File: src/rtl/core/heq_pkg.sv
package heq_pkg;

    localparam int MAX_PIXELS = 4194304;

    localparam int CNT_W  = $clog2(MAX_PIXELS + 1);
    localparam int NUM_W  = $clog2(64'(MAX_PIXELS) * 511 + 1);
    localparam int DEN_W  = CNT_W + 1;
    localparam int QUOT_W = 8;
    localparam int PIX_W  = 8;
    localparam int BINS   = 256;

    localparam logic [1:0] OP_START = 2'd0;
    localparam logic [1:0] OP_COUNT = 2'd1;
    localparam logic [1:0] OP_MAP   = 2'd2;

    typedef struct packed {
        logic              done;
        logic [QUOT_W-1:0] quot;
    } div_out_t;

endpackage

File: src/rtl/core/heq_div.sv
module heq_div (
    input  logic                        clk,
    input  logic                        rst_n,
    input  logic                        start,
    input  logic [heq_pkg::NUM_W-1:0]   num,
    input  logic [heq_pkg::DEN_W-1:0]   den,
    output heq_pkg::div_out_t           result
);

    localparam int SH_W = (heq_pkg::NUM_W > heq_pkg::DEN_W + heq_pkg::QUOT_W - 1)
                        ? heq_pkg::NUM_W : heq_pkg::DEN_W + heq_pkg::QUOT_W - 1;
    localparam int STEP_W = $clog2(heq_pkg::QUOT_W);

    logic                         busy_reg;
    logic                         done_reg;
    logic [STEP_W-1:0]            step_reg;
    logic [SH_W-1:0]              rem_reg;
    logic [SH_W-1:0]              dsh_reg;
    logic [heq_pkg::QUOT_W-1:0]   quot_reg;
    logic                         fits;

    assign fits = rem_reg >= dsh_reg;

    // The quotient is known to stay below 2**QUOT_W, so one bit is resolved per cycle.
    always_ff @(posedge clk or negedge rst_n)
    begin
        if (!rst_n)
        begin
            busy_reg <= 1'b0;
            done_reg <= 1'b0;
            step_reg <= '0;
        end
        else
        begin
            done_reg <= busy_reg && (step_reg == STEP_W'(heq_pkg::QUOT_W - 1));
            if (start)
            begin
                busy_reg <= 1'b1;
                step_reg <= '0;
            end
            else if (busy_reg)
            begin
                step_reg <= step_reg + 1'b1;
                if (step_reg == STEP_W'(heq_pkg::QUOT_W - 1))
                begin
                    busy_reg <= 1'b0;
                end
            end
        end
    end

    always_ff @(posedge clk)
    begin
        if (start)
        begin
            rem_reg  <= SH_W'(num);
            dsh_reg  <= SH_W'(den) << (heq_pkg::QUOT_W - 1);
            quot_reg <= '0;
        end
        else if (busy_reg)
        begin
            if (fits)
            begin
                rem_reg <= rem_reg - dsh_reg;
            end
            quot_reg <= {quot_reg[heq_pkg::QUOT_W-2:0], fits};
            dsh_reg  <= dsh_reg >> 1;
        end
    end

    assign result.done = done_reg;
    assign result.quot = quot_reg;

endmodule

File: config.mk
export PLATFORM = sky130hd
export DESIGN_NAME = heq_div
export DESIGN_NICKNAME = d
export VERILOG_FILES = /design/src/rtl/core/heq_pkg.sv /design/src/rtl/core/heq_div.sv
export SDC_FILE = /design/constraint.sdc
export NUM_CORES = 1
export LEC_CHECK = 0
export BUFFER_PORTS_ARGS = -buffer_cell sky130_fd_sc_hd__buf_2
export CAP_MARGIN = 20
export CORE_MARGIN = 4
export CORE_UTILIZATION = 30
export DETAILED_ROUTE_END_ITERATION = 16
export GPL_ROUTABILITY_DRIVEN = 0
export HOLD_SLACK_MARGIN = 0.06
export PLACE_DENSITY = 0.49
export SYNTH_ARGS = -nofsm -noshare
export SYNTH_HDL_FRONTEND = slang
export SYNTH_SLANG_ARGS = --single-unit
File: constraint.sdc
create_clock -name clk -period 5 [get_ports clk]
set_clock_uncertainty 0.1 [all_clocks]
set_input_delay 0.5 -clock clk [delete_from_list [all_inputs] [get_ports clk]]
set_output_delay 0.5 -clock clk [all_outputs]
set_load 0.05 [all_outputs]
Yosys cells after proc, flatten, opt, wreduce, memory -nomap -nowiden
Index checks and enable logic that the tools add are counted.
{ "word_totals": {"ff_bits": 75} }
{ "classes": {"addsub": 2, "muxes": 10, "reduce_logical": 4, "n_eq_ne": 1, "n_lt_le_gt_ge": 1} }
{ "op_table": {"columns": ["cell", "count"], "rows": [
  ["2-to-1 mux 31 bit", 5],
  [">= comparator 31 bit", 1],
  ["subtractor 31 bit", 1],
  ["2-to-1 mux 3 bit", 2],
  ["nonzero test 2 bit", 2],
  ["adder 3 x 1 -> 3 bit, second input constant", 1],
  ["equality test 3 bit, second input constant", 1],
  ["2-to-1 mux 1 bit", 3],
  ["AND reduction 2 bit", 1],
  ["logical AND 1 bit", 1]
]} }

Longest topological paths before layout
Gate-level depths: netlist (run 1).
{ "depth": {"ltp_word": 4, "ltp_mapped": 11} }

Worst setup path before layout (run 1)
Ideal clock, no wire load.
{ "synth_path": {"path_type": "reg-to-reg", "startpoint": "reg rem_reg[1]", "endpoint": "reg rem_reg[0], enable pin", "path_slack_ps": 1160, "required_ps": 4474, "path_buffers": 0, "arrival_ps": 3314, "stages_incl_launch_ff": 9, "period_less_slack_ps": 3840, "path_cell_list": "edfxtp_1 > ha_1 > nor2b_1 > o2111ai_1 > a21oi_1 > o2111ai_1 > o211ai_1 > nand2b_1 > o21bai_1"} }
{ "synth_via": {"elab_chain_cells": 3} }
{ "synth_lines": {"columns": ["item", "line", "source"], "rows": [
  ["from (decl)", "heq_div.sv:17", "logic [SH_W-1:0] rem_reg;"],
  ["from (signal assigned)", "heq_div.sv:56", "rem_reg <= SH_W'(num);"],
  ["from (signal assigned)", "heq_div.sv:64", "rem_reg <= rem_reg - dsh_reg;"],
  [">= comparator 31 bit", "heq_div.sv:22", "assign fits = rem_reg >= dsh_reg;"],
  ["nonzero test 2 bit (no source line)", null, null],
  ["AND reduction 2 bit (no source line)", null, null]
]} }
Every way passes these cells.
A chain may end at the register's enable or synchronous reset.

Worst setup path after layout (run 1)
{ "layout_path": {"startpoint": "reg rem_reg[1]", "endpoint": "reg rem_reg[17], enable pin"} }
The elaborated chain is that of the path after synthesis.

==> results of run 1 <==
[report_power, final]
group          leakage [nW]  total [mW]  switching (mW)  internal [mW]
Combinational          1.62        1.67            1.00          0.671
Clock                 0.141       0.610           0.259          0.351
Sequential            0.770       0.958          0.0590          0.899
[path summary, 6_finish.rpt]
path                                       endpoint  slack [ns]  depth (start not counted)
max                           rem_reg[17]$_DFFE_PP_        1.41                          9
min                           dsh_reg[11]$_DFFE_PP_        0.33                          3
min in group asynchronous   step_reg[1]$_DFFE_PN0P_        0.40                          2
max in group asynchronous        done_reg$_DFF_PN0_        4.27                          2
max reg2reg                   rem_reg[17]$_DFFE_PP_        1.41                          9
min reg2reg                quot_reg[7]$_SDFFE_PP0P_        0.39                          2
[layout make-up]
| class | count | area (um^2) |
|---|---|---|
| fillers | 1699 | 10200 |
| repair buffers | 71 | 373 |
| clock buffers | 11 | 243 |
| clock inverters | 5 | 33.8 |
| inverters | 41 | 154 |
| multi-input cells | 388 | 2540 |
| flip-flops and latches | 75 | 2080 |
| well taps | 216 | 270 |
[tightest hold or removal path, delay by kind of cell]
kind | cells | cell delay [ns]
buffers and inverters | 1 | 0.07
AND/OR/NAND/NOR | 1 | 0.04
AO/OA/AOI/OAI | 1 | 0.05
[per-layer routing]
metal / GRT usage, % / wire, um / vias to the layer above
met5: 0 / 0 / -
met4: 5.38 / 213 / 0
met3: 2.49 / 471 / 17
met2: 21.0 / 5270 / 91
met1: 18.1 / 5790 / 1811
li1: - / - / 2021
[kinds of logic (layout without fill, tap and decap cells)]
group / Yosys count / in the layout
AOI/OAI and AO/OA: 149 / 149
DFF: 75 / 75
xor gates and xnor gates: 26 / 26
adders and majority gates: 34 / 34
and+or+nand+nor: 158 / 158
buffers and inverters: 66 / 128
muxes: 21 / 21
[timing repair]
item / CTS / global route
hold endpoints to repair: 5 / 0
hold buffers: 1 / 0
endpoints found under the setup margin: 0 / 0
[synth_stat cells (2+ instances only)]
master / instances / area [um^2]
sky130_fd_sc_hd__nand2_1: 77 / 289
sky130_fd_sc_hd__edfxtp_1: 55 / 1650
sky130_fd_sc_hd__inv_1: 40 / 150
sky130_fd_sc_hd__nor2_1: 35 / 131
sky130_fd_sc_hd__a21oi_1: 34 / 170
sky130_fd_sc_hd__ha_1: 33 / 413
sky130_fd_sc_hd__o31ai_1: 26 / 195
sky130_fd_sc_hd__o21ai_1: 23 / 115
sky130_fd_sc_hd__clkbuf_1: 20 / 75.1
sky130_fd_sc_hd__mux2i_1: 20 / 200
sky130_fd_sc_hd__o21ai_0: 19 / 95.1
sky130_fd_sc_hd__dfxtp_1: 15 / 300
sky130_fd_sc_hd__xnor2_1: 13 / 114
sky130_fd_sc_hd__xor2_1: 13 / 114
sky130_fd_sc_hd__a21o_1: 10 / 75.1
sky130_fd_sc_hd__and3_1: 9 / 56.3
sky130_fd_sc_hd__nand3_1: 9 / 45.0
sky130_fd_sc_hd__a31oi_1: 6 / 37.5
sky130_fd_sc_hd__o21bai_1: 6 / 45.0
sky130_fd_sc_hd__and2_1: 5 / 31.3
sky130_fd_sc_hd__dfrtp_1: 5 / 125
sky130_fd_sc_hd__nand2b_1: 5 / 31.3
sky130_fd_sc_hd__o211ai_1: 5 / 37.5
sky130_fd_sc_hd__buf_1: 4 / 15.0
sky130_fd_sc_hd__nor3b_1: 4 / 30.0
sky130_fd_sc_hd__a311oi_1: 3 / 26.3
sky130_fd_sc_hd__and4_1: 3 / 26.3
sky130_fd_sc_hd__nor2b_1: 3 / 18.8
sky130_fd_sc_hd__o21a_1: 3 / 22.5
sky130_fd_sc_hd__a221o_1: 2 / 20.0
sky130_fd_sc_hd__nand4_1: 2 / 12.5
sky130_fd_sc_hd__nor4_1: 2 / 12.5
sky130_fd_sc_hd__o2111ai_1: 2 / 17.5
sky130_fd_sc_hd__or3_1: 2 / 12.5
[cell usage in the layout (no fill, tap or decap), drive strengths merged, types with 10 or more instances in the layout]
master	count
a21o	10
a21oi	34
buf	70
clkbuf	11
dfxtp	15
edfxtp	55
ha	33
inv	44
mux2i	20
nand2	77
nor2	35
o21ai	42
o31ai	26
xnor2	13
xor2	13
[through the flow]
stage          cells  hold WS [ns]  cell area [um^2]
6_report         807         0.328              5700
5_1_grt          807         0.327              5700
4_1_cts          807         0.311              5700
3_5_place_dp     790         0.224              5410
3_3_place_gp     790         0.218              5410
2_1_floorplan    529         0.104              4870
==> qor.log, run 1 <==
[logic_synthesis] Post-Syn Nets 621
[detailed_routing] DRC violations left 0
[detailed_routing] per-cell via count in the routed design 4.88
[logic_synthesis] area of the mapped netlist 4870 um^2
[sta] endpoints failing hold 0
[setup_path] startpoint kind of the worst setup timing path flip-flop
[setup_path] origin of the critical flop-to-flop path rem_reg[1]$_DFFE_PP_
[status] outcome completed
[sta] setup repair after global routing missed its margin no
[sta] sum of negative setup slack 0 ns
[pwr] worst voltage drop across the vdd grid 0.000217 V
[hold_path] Hold WC Path Type primary input to flip-flop
[setup_path] Critical Setup Path Class flip-flop to flip-flop
[setup_path] maximum single-stage delay on the critical path 0.64 ns
[cts] source-to-sink clock delay at the later pin of the worst-skew pair 0.34 ns
[die] total I/O pin count 67
[sta] Rel. slew slack 37.3%
[cts] htree depth 3
[pwr] post-layout total power 3.24 mW
[sta] Fmax achieved 0.278 GHz
[layout] number of nets in the layout 678
[cts] quantity of gates resized following cts 0
[die] area of the core region 15900 um^2
[layout] Area Growth Syn to Fin 17.0%
[layout] layout cell share with drive strength beyond 1 15.2%
[cts] clock sink count 75
[die] Die Y 135 um
[logic_synthesis] share of the yosys chip area belonging to registers 42.7%
[global_routing] maximum number of pins on one net before global-route repair 80
[die] Chip Width 135 um
[sta] Slew Limit Fails 0
[sta] Setup violations, final 0
[setup_path] WP data arrival 3.52 ns
[cts] TritonCTS clock tree yes
[logic_synthesis] post-synthesis mux area share 4.34%
[logic_synthesis] Mean Syn Cell Area 9.21 um^2
[cts] post-CTS clock slew at the launch and capture registers of the worst setup and hold paths 0.06 ns
[placement] dpl ws 1.37 ns
[detailed_routing] Vias 3940
[detailed_routing] Routed wire per std cell 14.6 um
[sta] Min Clock Period, post-route 3.59 ns
[logic_synthesis] post-synthesis simple-gate area fraction 14.6%
[hold_path] worst hold path startpoint den[4]
[pwr] leakage power 2.54 nW
[logic_synthesis] dominant synthesized flop cell sky130_fd_sc_hd__edfxtp_1
[global_routing] global-route wire length before repair 19600 um
[cts] Bufs on Longest Clock Path 2
[sta] Least-Margin Pin Slew 0.935 ns
[layout] post-layout utilization of the core 35.9%
[logic_synthesis] library cells used by synthesis 50
[detailed_routing] number of DRC markers after the initial detailed-route iteration 247
[logic_synthesis] EDFF count, synth 55
[logic_synthesis] number of standard cells after synthesis 529
[setup_path] crit end category flip-flop
[placement] dpl hpwl 8710 um
[die] cell row count 46
[logic_synthesis] synthesized-area fraction occupied by xor and xnor cells 4.68%
[detailed_routing] post-route antenna net violation count 0
[global_routing] overall overflow remaining after global route 0
[logic_synthesis] Synth warnings 0
[pwr] Pwr per Cell Area 569 nW/um^2
[setup_path] CP Data Required Time 4.92 ns
[cts] clock buffers created by TritonCTS 9
[setup_path] cell family with the largest share of critical-path delay compound AO/OA/AOI/OAI gates
[die] full die area 18300 um^2
[sta] share of the clock period used by the worst path 71.9%
[setup_path] slowest cell on the critical path sky130_fd_sc_hd__o21bai_2
[detailed_routing] detailed-routing iteration count for the pre-antenna-repair pass 4
[setup_path] number of buffers and inverters on the critical path 1
[sta] Worst Slack Setup Final 1.41 ns
[logic_synthesis] complex-gate fraction of the synthesized area 19.7%
[setup_path] Max FO, Critical Path 18
[logic_synthesis] Seq cells post-synth 75
[placement] port buffer count 66
[global_routing] vias in the first global route 4003
[flow_run] number of violations of the max-capacitance limit 0
[layout] number of diodes 0
[logic_synthesis] Adder-Cell Fraction of Synth Area 8.89%
[setup_path] start point of the critical path rem_reg[1]$_DFFE_PP_
[cts] Root Buffer Master sky130_fd_sc_hd__clkbuf_16
[setup_path] cell repeated most along the worst path sky130_fd_sc_hd__o2111ai_1
[cts] number of buffers inserted by post-CTS setup repair 0
[logic_synthesis] main combinational cell family by area after synthesis compound AO/OA/AOI/OAI gates
[die] initial core utilization 30.7%
[setup_path] critical path cell sequence ha_1, nor2b_1, o2111ai_1, a21oi_1, o2111ai_1, o211ai_1, nand2b_1, o21bai_2, buf_4
[global_routing] number of antenna violations at the first check in global routing 0
[detailed_routing] Routed WL 11800 um
[logic_synthesis] Synth async-reset ratio 6.67%
[global_routing] Global Route Usage Sum 13.3%
Power figures use the tool's default switching activity.
==> run 2, diff against run 1 <==
--- a/config.mk
+++ b/config.mk
@@ -5,6 +5,7 @@
 export SDC_FILE = /design/constraint.sdc
 export NUM_CORES = 1
 export LEC_CHECK = 0
+export ABC_AREA = 1
 export BUFFER_PORTS_ARGS = -buffer_cell sky130_fd_sc_hd__buf_2
 export CAP_MARGIN = 20
 export CORE_MARGIN = 4
==> constraint.sdc (replaced) <==
create_clock -name clk -period 3.6 [get_ports clk]
set_clock_uncertainty 0.1 [all_clocks]
set_input_delay 0.36 -clock clk [delete_from_list [all_inputs] [get_ports clk]]
set_output_delay 0.36 -clock clk [all_outputs]
set_load 0.05 [all_outputs]
==> run 2 against run 1 <==
Effect of this change:
- worst hold slack got worse by 0.15 ns
- final cell count increased by 34%
- count of clock-buffer cells in the layout down 1
- power is 53% higher
- core utilization increased by 0.16 points
- combinational power is 65% higher
- via count is 22% higher
- area after synthesis up 11%
- die area grew 10%
- clock power grew 46%
- worst setup slack worse by 0.52 ns
- sequential share of layout area down 3.5 points
==> qor.log, run 2 <==
[die] Chip Width 142 um
[cts] source-to-sink clock delay at the later pin of the worst-skew pair 0.35 ns
[setup_path] cell family with the largest share of critical-path delay simple AND/OR/NAND/NOR gates
[pwr] worst voltage drop across the vdd grid 0.000297 V
[global_routing] maximum number of pins on one net before global-route repair 39
[flow_run] number of violations of the max-capacitance limit 0
[cts] post-CTS clock slew at the launch and capture registers of the worst setup and hold paths 0.06 ns
[sta] Least-Margin Pin Slew 0.667 ns
[setup_path] WP data arrival 2.60 ns
[pwr] leakage power 3.31 nW
[placement] dpl ws 0.846 ns
[logic_synthesis] dominant synthesized flop cell sky130_fd_sc_hd__edfxtp_1
[setup_path] critical path cell sequence ha_1, nand2_1, nor2_2, nand2_2, nor4_1, nand2_1, nand3_1, nand2_1, nand2_1, buf_4
[layout] leading cell types in the layout, fill and taps excluded sky130_fd_sc_hd__nand2_1 (294), sky130_fd_sc_hd__inv_1 (147), sky130_fd_sc_hd__buf_2 (66)
[hold_path] Hold WC Path Type primary input to flip-flop
[die] initial core utilization 30.8%
[cts] clock buffers created by TritonCTS 9
[logic_synthesis] Synth warnings 0
[sta] Fmax achieved 0.369 GHz
[logic_synthesis] library cells used by synthesis 35
[layout] layout cell share with drive strength beyond 1 13.6%
[global_routing] Global Route Usage Sum 14.7%
[die] full die area 20200 um^2
[logic_synthesis] leading cell type by number of instances after synthesis sky130_fd_sc_hd__nand2_1
[detailed_routing] DRC violations left 0
[sta] sum of negative setup slack 0 ns
[setup_path] slowest cell on the critical path sky130_fd_sc_hd__buf_4
[sta] share of the clock period used by the worst path 75.4%
[die] cell row count 48
[placement] dpl hpwl 11400 um
[layout] fin area 6290 um^2
[detailed_routing] Routed WL 14400 um
[detailed_routing] post-route antenna net violation count 0
[logic_synthesis] number of standard cells after synthesis 781
[sta] Worst Slack Setup Final 0.887 ns
[status] outcome completed
[sta] Setup violations, final 0
[layout] leading cell type in the layout, fill and taps excluded sky130_fd_sc_hd__nand2_1
[cts] quantity of gates resized following cts 0
[global_routing] number of antenna violations at the first check in global routing 0
[sta] setup repair after global routing missed its margin no
[detailed_routing] number of DRC markers after the initial detailed-route iteration 307
[setup_path] Max FO, Critical Path 31
[setup_path] CP Data Required Time 3.49 ns
[setup_path] crit end category flip-flop
[detailed_routing] detailed-routing iteration count for the pre-antenna-repair pass 5
[die] Die Y 142 um
[cts] Bufs on Longest Clock Path 2
[layout] number of nets in the layout 943
[logic_synthesis] most used standard cells in the synthesized netlist sky130_fd_sc_hd__nand2_1 (294), sky130_fd_sc_hd__inv_1 (147), sky130_fd_sc_hd__edfxtp_1 (55)
[pwr] Pwr per Cell Area 787 nW/um^2
[sta] endpoints failing hold 0
[logic_synthesis] share of the yosys chip area belonging to registers 38.5%
[logic_synthesis] EDFF count, synth 55
[logic_synthesis] area share of the largest cell type after synthesis 30.6%
[logic_synthesis] Post-Syn Nets 873
[logic_synthesis] area of the mapped netlist 5390 um^2
[setup_path] number of buffers and inverters on the critical path 1
[pwr] post-layout total power 4.95 mW
[placement] port buffer count 66
[global_routing] overall overflow remaining after global route 0
[cts] TritonCTS clock tree yes
[logic_synthesis] cell taking the most area after synthesis sky130_fd_sc_hd__edfxtp_1
[die] total I/O pin count 67
[placement] instance area at placement 5990 um^2
[cts] number of buffers inserted by post-CTS setup repair 0
[logic_synthesis] Seq cells post-synth 75
[detailed_routing] per-cell via count in the routed design 4.43
[cts] htree depth 3
[cts] Root Buffer Master sky130_fd_sc_hd__clkbuf_16
[layout] Filler cells 1942
[logic_synthesis] Mean Syn Cell Area 6.90 um^2
[layout] number of diodes 0
[global_routing] global-route wire length before repair 23600 um
[cts] CTS Hold Buffers Added 1
[sta] Slew Limit Fails 0
[cts] clock sink count 75
[logic_synthesis] top cells by area in the synthesized netlist sky130_fd_sc_hd__edfxtp_1 (31%), sky130_fd_sc_hd__nand2_1 (20%), sky130_fd_sc_hd__inv_1 (10%), sky130_fd_sc_hd__ha_1 (7.7%), sky130_fd_sc_hd__dfxtp_1 (5.6%)
[logic_synthesis] Synth async-reset ratio 6.67%
[layout] Area Growth Syn to Fin 16.8%
[sta] Min Clock Period, post-route 2.71 ns
[setup_path] startpoint kind of the worst setup timing path flip-flop
[sta] Rel. slew slack 55.5%
[setup_path] Critical Setup Path Class flip-flop to flip-flop
[global_routing] vias in the first global route 4611
[detailed_routing] Vias 4792
[die] area of the core region 17500 um^2
[detailed_routing] Routed wire per std cell 13.3 um
[setup_path] maximum single-stage delay on the critical path 0.40 ns
[setup_path] cell repeated most along the worst path sky130_fd_sc_hd__nand2_1
run 2: changes by cell type after synthesis, sizes merged, moves of 7 or more:
| cell | previous run | this run |
|---|---|---|
| nand2 | 77 | 303 |
| inv | 40 | 150 |
| nand3 | 9 | 48 |
| o31ai | 26 | 0 |
| mux2i | 20 | 0 |
| nor2 | 35 | 50 |
| a21oi | 34 | 22 |
| xor2 | 13 | 1 |
| o22ai | 0 | 11 |
| a21o | 10 | 0 |
| and3 | 9 | 0 |
| clkbuf | 20 | 11 |
| xnor2 | 13 | 6 |
run 2: path summary, 6_finish.rpt:
| check | to | depth (start not counted) | start | slack (ns) |
|---|---|---|---|---|
| setup / recovery | rem_reg[15]$_DFFE_PP_ | 10 | rem_reg[15]$_DFFE_PP_ | 0.89 |
| hold / removal | dsh_reg[30]$_DFFE_PP_ | 3 | den[23] | 0.17 |
| setup reg to reg | rem_reg[15]$_DFFE_PP_ | 10 | rem_reg[15]$_DFFE_PP_ | 0.89 |
| hold reg to reg | quot_reg[0]$_SDFFE_PP0P_ | 2 | quot_reg[0]$_SDFFE_PP0P_ | 0.37 |
| max in group asynchronous | step_reg[2]$_DFFE_PN0P_ | 2 | rst_n | 3.02 |
| min in group asynchronous | done_reg$_DFF_PN0_ | 2 | rst_n | 0.25 |
run 2: tightest hold or removal path: stages:
cell	delay [ns]
sky130_fd_sc_hd__buf_2	0.07
sky130_fd_sc_hd__nand2_1	0.04
sky130_fd_sc_hd__inv_1	0.04
run 2: logic make-up (layout without fill, tap and decap cells):
logic type,after synthesis,after routing,synth area share (%)
buf+inv,164,239,11.5
simple gates,420,420,32.3
xor+xnor,7,7,1.14
compound gates,81,81,8.41
fa+ha+maj,34,34,8.03
flops,75,75,38.5
run 2: cell type report:
| cell class | instances | area [um^2] | share of cell area (%) |
|---|---|---|---|
| Timing Repair Buffer | 73 | 385 | 6.12 |
| Clock buffer | 10 | 250 | 3.98 |
| Sequential cell | 75 | 2080 | 33.0 |
| Clock inverter | 6 | 46.3 | 0.736 |
| Tap cell | 225 | 282 | 4.47 |
| Inverter | 150 | 563 | 8.95 |
| Multi-Input combinational cell | 542 | 2690 | 42.7 |
run 2: per-layer routing:
layer	GRT usage [%]	vias up	routed length (um)
met5	0	-	0
met4	4.24	0	182
met3	2.92	11	731
met2	22.2	89	5960
met1	21.5	2100	7500
li1	-	2592	-
run 2: power by group:
group / leakage [nW] / switching, mW / internal, mW / total, mW
Sequential: 0.770 / 0.0712 / 1.24 / 1.31
Combinational: 2.39 / 1.83 / 0.929 / 2.75
Clock: 0.148 / 0.378 / 0.514 / 0.892
Total: 3.31 / 2.27 / 2.68 / 4.95
run 2: through the flow:
step / cells / hold WS, ns / util, %
after CTS: 1081 / 0.162 / 36.0
after global placement: 1064 / 0.0819 / 34.3
final: 1081 / 0.174 / 36.0
after detailed placement: 1064 / 0.0788 / 34.3
after global routing: 1081 / 0.177 / 36.0
after floorplan: 781 / -0.0356 / -
==> run 3, diff against run 2 <==
==> constraint.sdc (replaced) <==
create_clock -name clk -period 2.8 [get_ports clk]
set_clock_uncertainty 0.1 [all_clocks]
set_input_delay 0.28 -clock clk [delete_from_list [all_inputs] [get_ports clk]]
set_output_delay 0.28 -clock clk [all_outputs]
set_load 0.05 [all_outputs]
==> run 3 against run 2 <==
Effect of this change:
- worst hold slack got worse by 0.095 ns
- clock power increased by 30%
- cell area increased by 0.24%
- sequential power increased by 28%
- first-iteration DRC count decreased by 3.6%
- critical path depth unchanged
- critical endpoint is now rem_reg[16]$_DFFE_PP_
- via count increased by 0.38%
- largest power group unchanged
==> qor.log, run 3 (synthesis results as in run 2) <==
[cts] Root Buffer Master sky130_fd_sc_hd__clkbuf_16
[sta] Setup violations, final 0
[pwr] share of total power in the clock network 18.0%
[detailed_routing] Routed WL 14800 um
[layout] Area Growth Syn to Fin 17.1%
[setup_path] crit end category flip-flop
[global_routing] maximum number of pins on one net before global-route repair 40
[pwr] switching share of power 46.6%
[cts] Bufs on Longest Clock Path 2
[setup_path] Critical Setup Path Class flip-flop to flip-flop
[global_routing] overall overflow remaining after global route 0
[pwr] share of total power in sequential cells 26.1%
[cts] TritonCTS clock tree yes
[sta] Least-Margin Pin Slew 0.657 ns
[sta] Rel. slew slack 56.1%
[cts] number of buffers inserted by post-CTS setup repair 0
[layout] layout cell share with drive strength beyond 1 13.7%
[sta] endpoints failing hold 0
[layout] leading cell types in the layout, fill and taps excluded sky130_fd_sc_hd__nand2_1 (294), sky130_fd_sc_hd__inv_1 (147), sky130_fd_sc_hd__buf_2 (66)
[setup_path] startpoint kind of the worst setup timing path flip-flop
[die] area of the core region 17500 um^2
[cts] source-to-sink clock delay at the later pin of the worst-skew pair 0.35 ns
[status] outcome completed
[placement] cell count after placement 1065
[cts] clock buffers created by TritonCTS 9
[die] total I/O pin count 67
[die] Die Y 142 um
[layout] number of diodes 0
[pwr] worst voltage drop across the vdd grid 0.000498 V
[pwr] switching component of the power 2.99 mW
[hold_path] Hold WC Path Type primary input to flip-flop
[sta] hold_ws 0.0789 ns
[layout] post-layout utilization of the core 36.1%
[placement] port buffer count 66
[placement] instance area at placement 6010 um^2
[detailed_routing] detailed-routing iteration count for the pre-antenna-repair pass 5
[layout] Post-Layout Cell Count 1082
[detailed_routing] DRC violations left 0
[global_routing] Global Route Usage Sum 15.3%
[pwr] internal power component 3.43 mW
[sta] share of the clock period used by the worst path 90.4%
[detailed_routing] number of DRC markers after the initial detailed-route iteration 296
[sta] Slew Limit Fails 0
[cts] CTS Hold Buffers Added 1
[layout] fin area 6310 um^2
[layout] leading cell type in the layout, fill and taps excluded sky130_fd_sc_hd__nand2_1
[global_routing] number of antenna violations at the first check in global routing 0
[sta] Fmax achieved 0.395 GHz
[die] cell row count 48
[die] Chip Width 142 um
[layout] number of nets in the layout 944
[cts] htree depth 3
[detailed_routing] post-route antenna net violation count 0
[setup_path] Max FO, Critical Path 31
[die] full die area 20200 um^2
[sta] Min Clock Period, post-route 2.53 ns
[sta] setup repair after global routing missed its margin no
[layout] Filler cells 1927
[die] initial core utilization 30.8%
[detailed_routing] Vias 4810
[pwr] Pwr per Cell Area 1020 nW/um^2
[cts] post-CTS clock slew at the launch and capture registers of the worst setup and hold paths 0.07 ns
[pwr] leakage power 3.32 nW
[flow_run] number of violations of the max-capacitance limit 0
[sta] sum of negative setup slack 0 ns
[pwr] portion of total power attributed to combinational logic 55.9%
[global_routing] vias in the first global route 4736
[setup_path] WP data arrival 2.48 ns
[placement] dpl hpwl 11600 um
[cts] clock sink count 75
[detailed_routing] per-cell via count in the routed design 4.45
[global_routing] global-route wire length before repair 24300 um
[detailed_routing] Routed wire per std cell 13.7 um
[setup_path] CP Data Required Time 2.74 ns
[cts] quantity of gates resized following cts 0
## run 3: through the flow
stage               total power [mW]  setup slack [ns]
floorplan                       4.35             0.217
global placement                5.30             0.277
detailed placement              5.31             0.255
CTS                             6.50             0.234
global route                    7.10            0.0377
finish                          6.42             0.269
## run 3: layer usage
metal | wire, um | global-route usage, % | vias to the layer above
met5 | 0 | 0 | -
met4 | 125 | 3.03 | 0
met2 | 6140 | 23.0 | 116
met1 | 7570 | 22.0 | 2091
li1 | - | - | 2595
met3 | 944 | 4.40 | 8
## run 3: area by class of cell
cell class,instances,area (um^2),share of cell area (%)
clock inverter,7,66.3,1.05
inverter,150,563,8.93
tap,225,282,4.46
multi-input combinational,542,2690,42.6
timing repair buffer,74,405,6.43
sequential,75,2080,32.9
clock buffer,9,225,3.57
## run 3: critical path: stages (launching register included)
cell	delay, ns
sky130_fd_sc_hd__edfxtp_1	0.37
sky130_fd_sc_hd__ha_1	0.40
sky130_fd_sc_hd__nand2_1	0.15
sky130_fd_sc_hd__nor2_2	0.24
sky130_fd_sc_hd__nand2_2	0.15
sky130_fd_sc_hd__nor4_1	0.20
sky130_fd_sc_hd__nand2_1	0.08
sky130_fd_sc_hd__nand3_1	0.12
sky130_fd_sc_hd__nand2_1	0.07
sky130_fd_sc_hd__nand2_1	0.10
sky130_fd_sc_hd__buf_12	0.24
## run 3: path summary, 6_finish.rpt
check | from | endpoint | slack (ns) | cells past startpoint
setup / recovery | rem_reg[12]$_DFFE_PP_ | rem_reg[16]$_DFFE_PP_ | 0.27 | 10
hold / removal | den[23] | dsh_reg[30]$_DFFE_PP_ | 0.08 | 3
setup reg to reg | rem_reg[12]$_DFFE_PP_ | rem_reg[16]$_DFFE_PP_ | 0.27 | 10
hold reg to reg | dsh_reg[0]$_SDFFE_PP0P_ | dsh_reg[0]$_SDFFE_PP0P_ | 0.37 | 2
max in group asynchronous | rst_n | busy_reg$_DFF_PN0_ | 2.31 | 2
min in group asynchronous | rst_n | done_reg$_DFF_PN0_ | 0.16 | 2
## run 3: power groups by stage
stage	clock (mW)	combinational [mW]	sequential, mW
floorplan	0	2.62	1.74
global placement	0	3.60	1.70
detailed placement	0	3.60	1.70
CTS	1.20	3.62	1.68
global route	1.24	4.15	1.71
finish	1.16	3.59	1.68
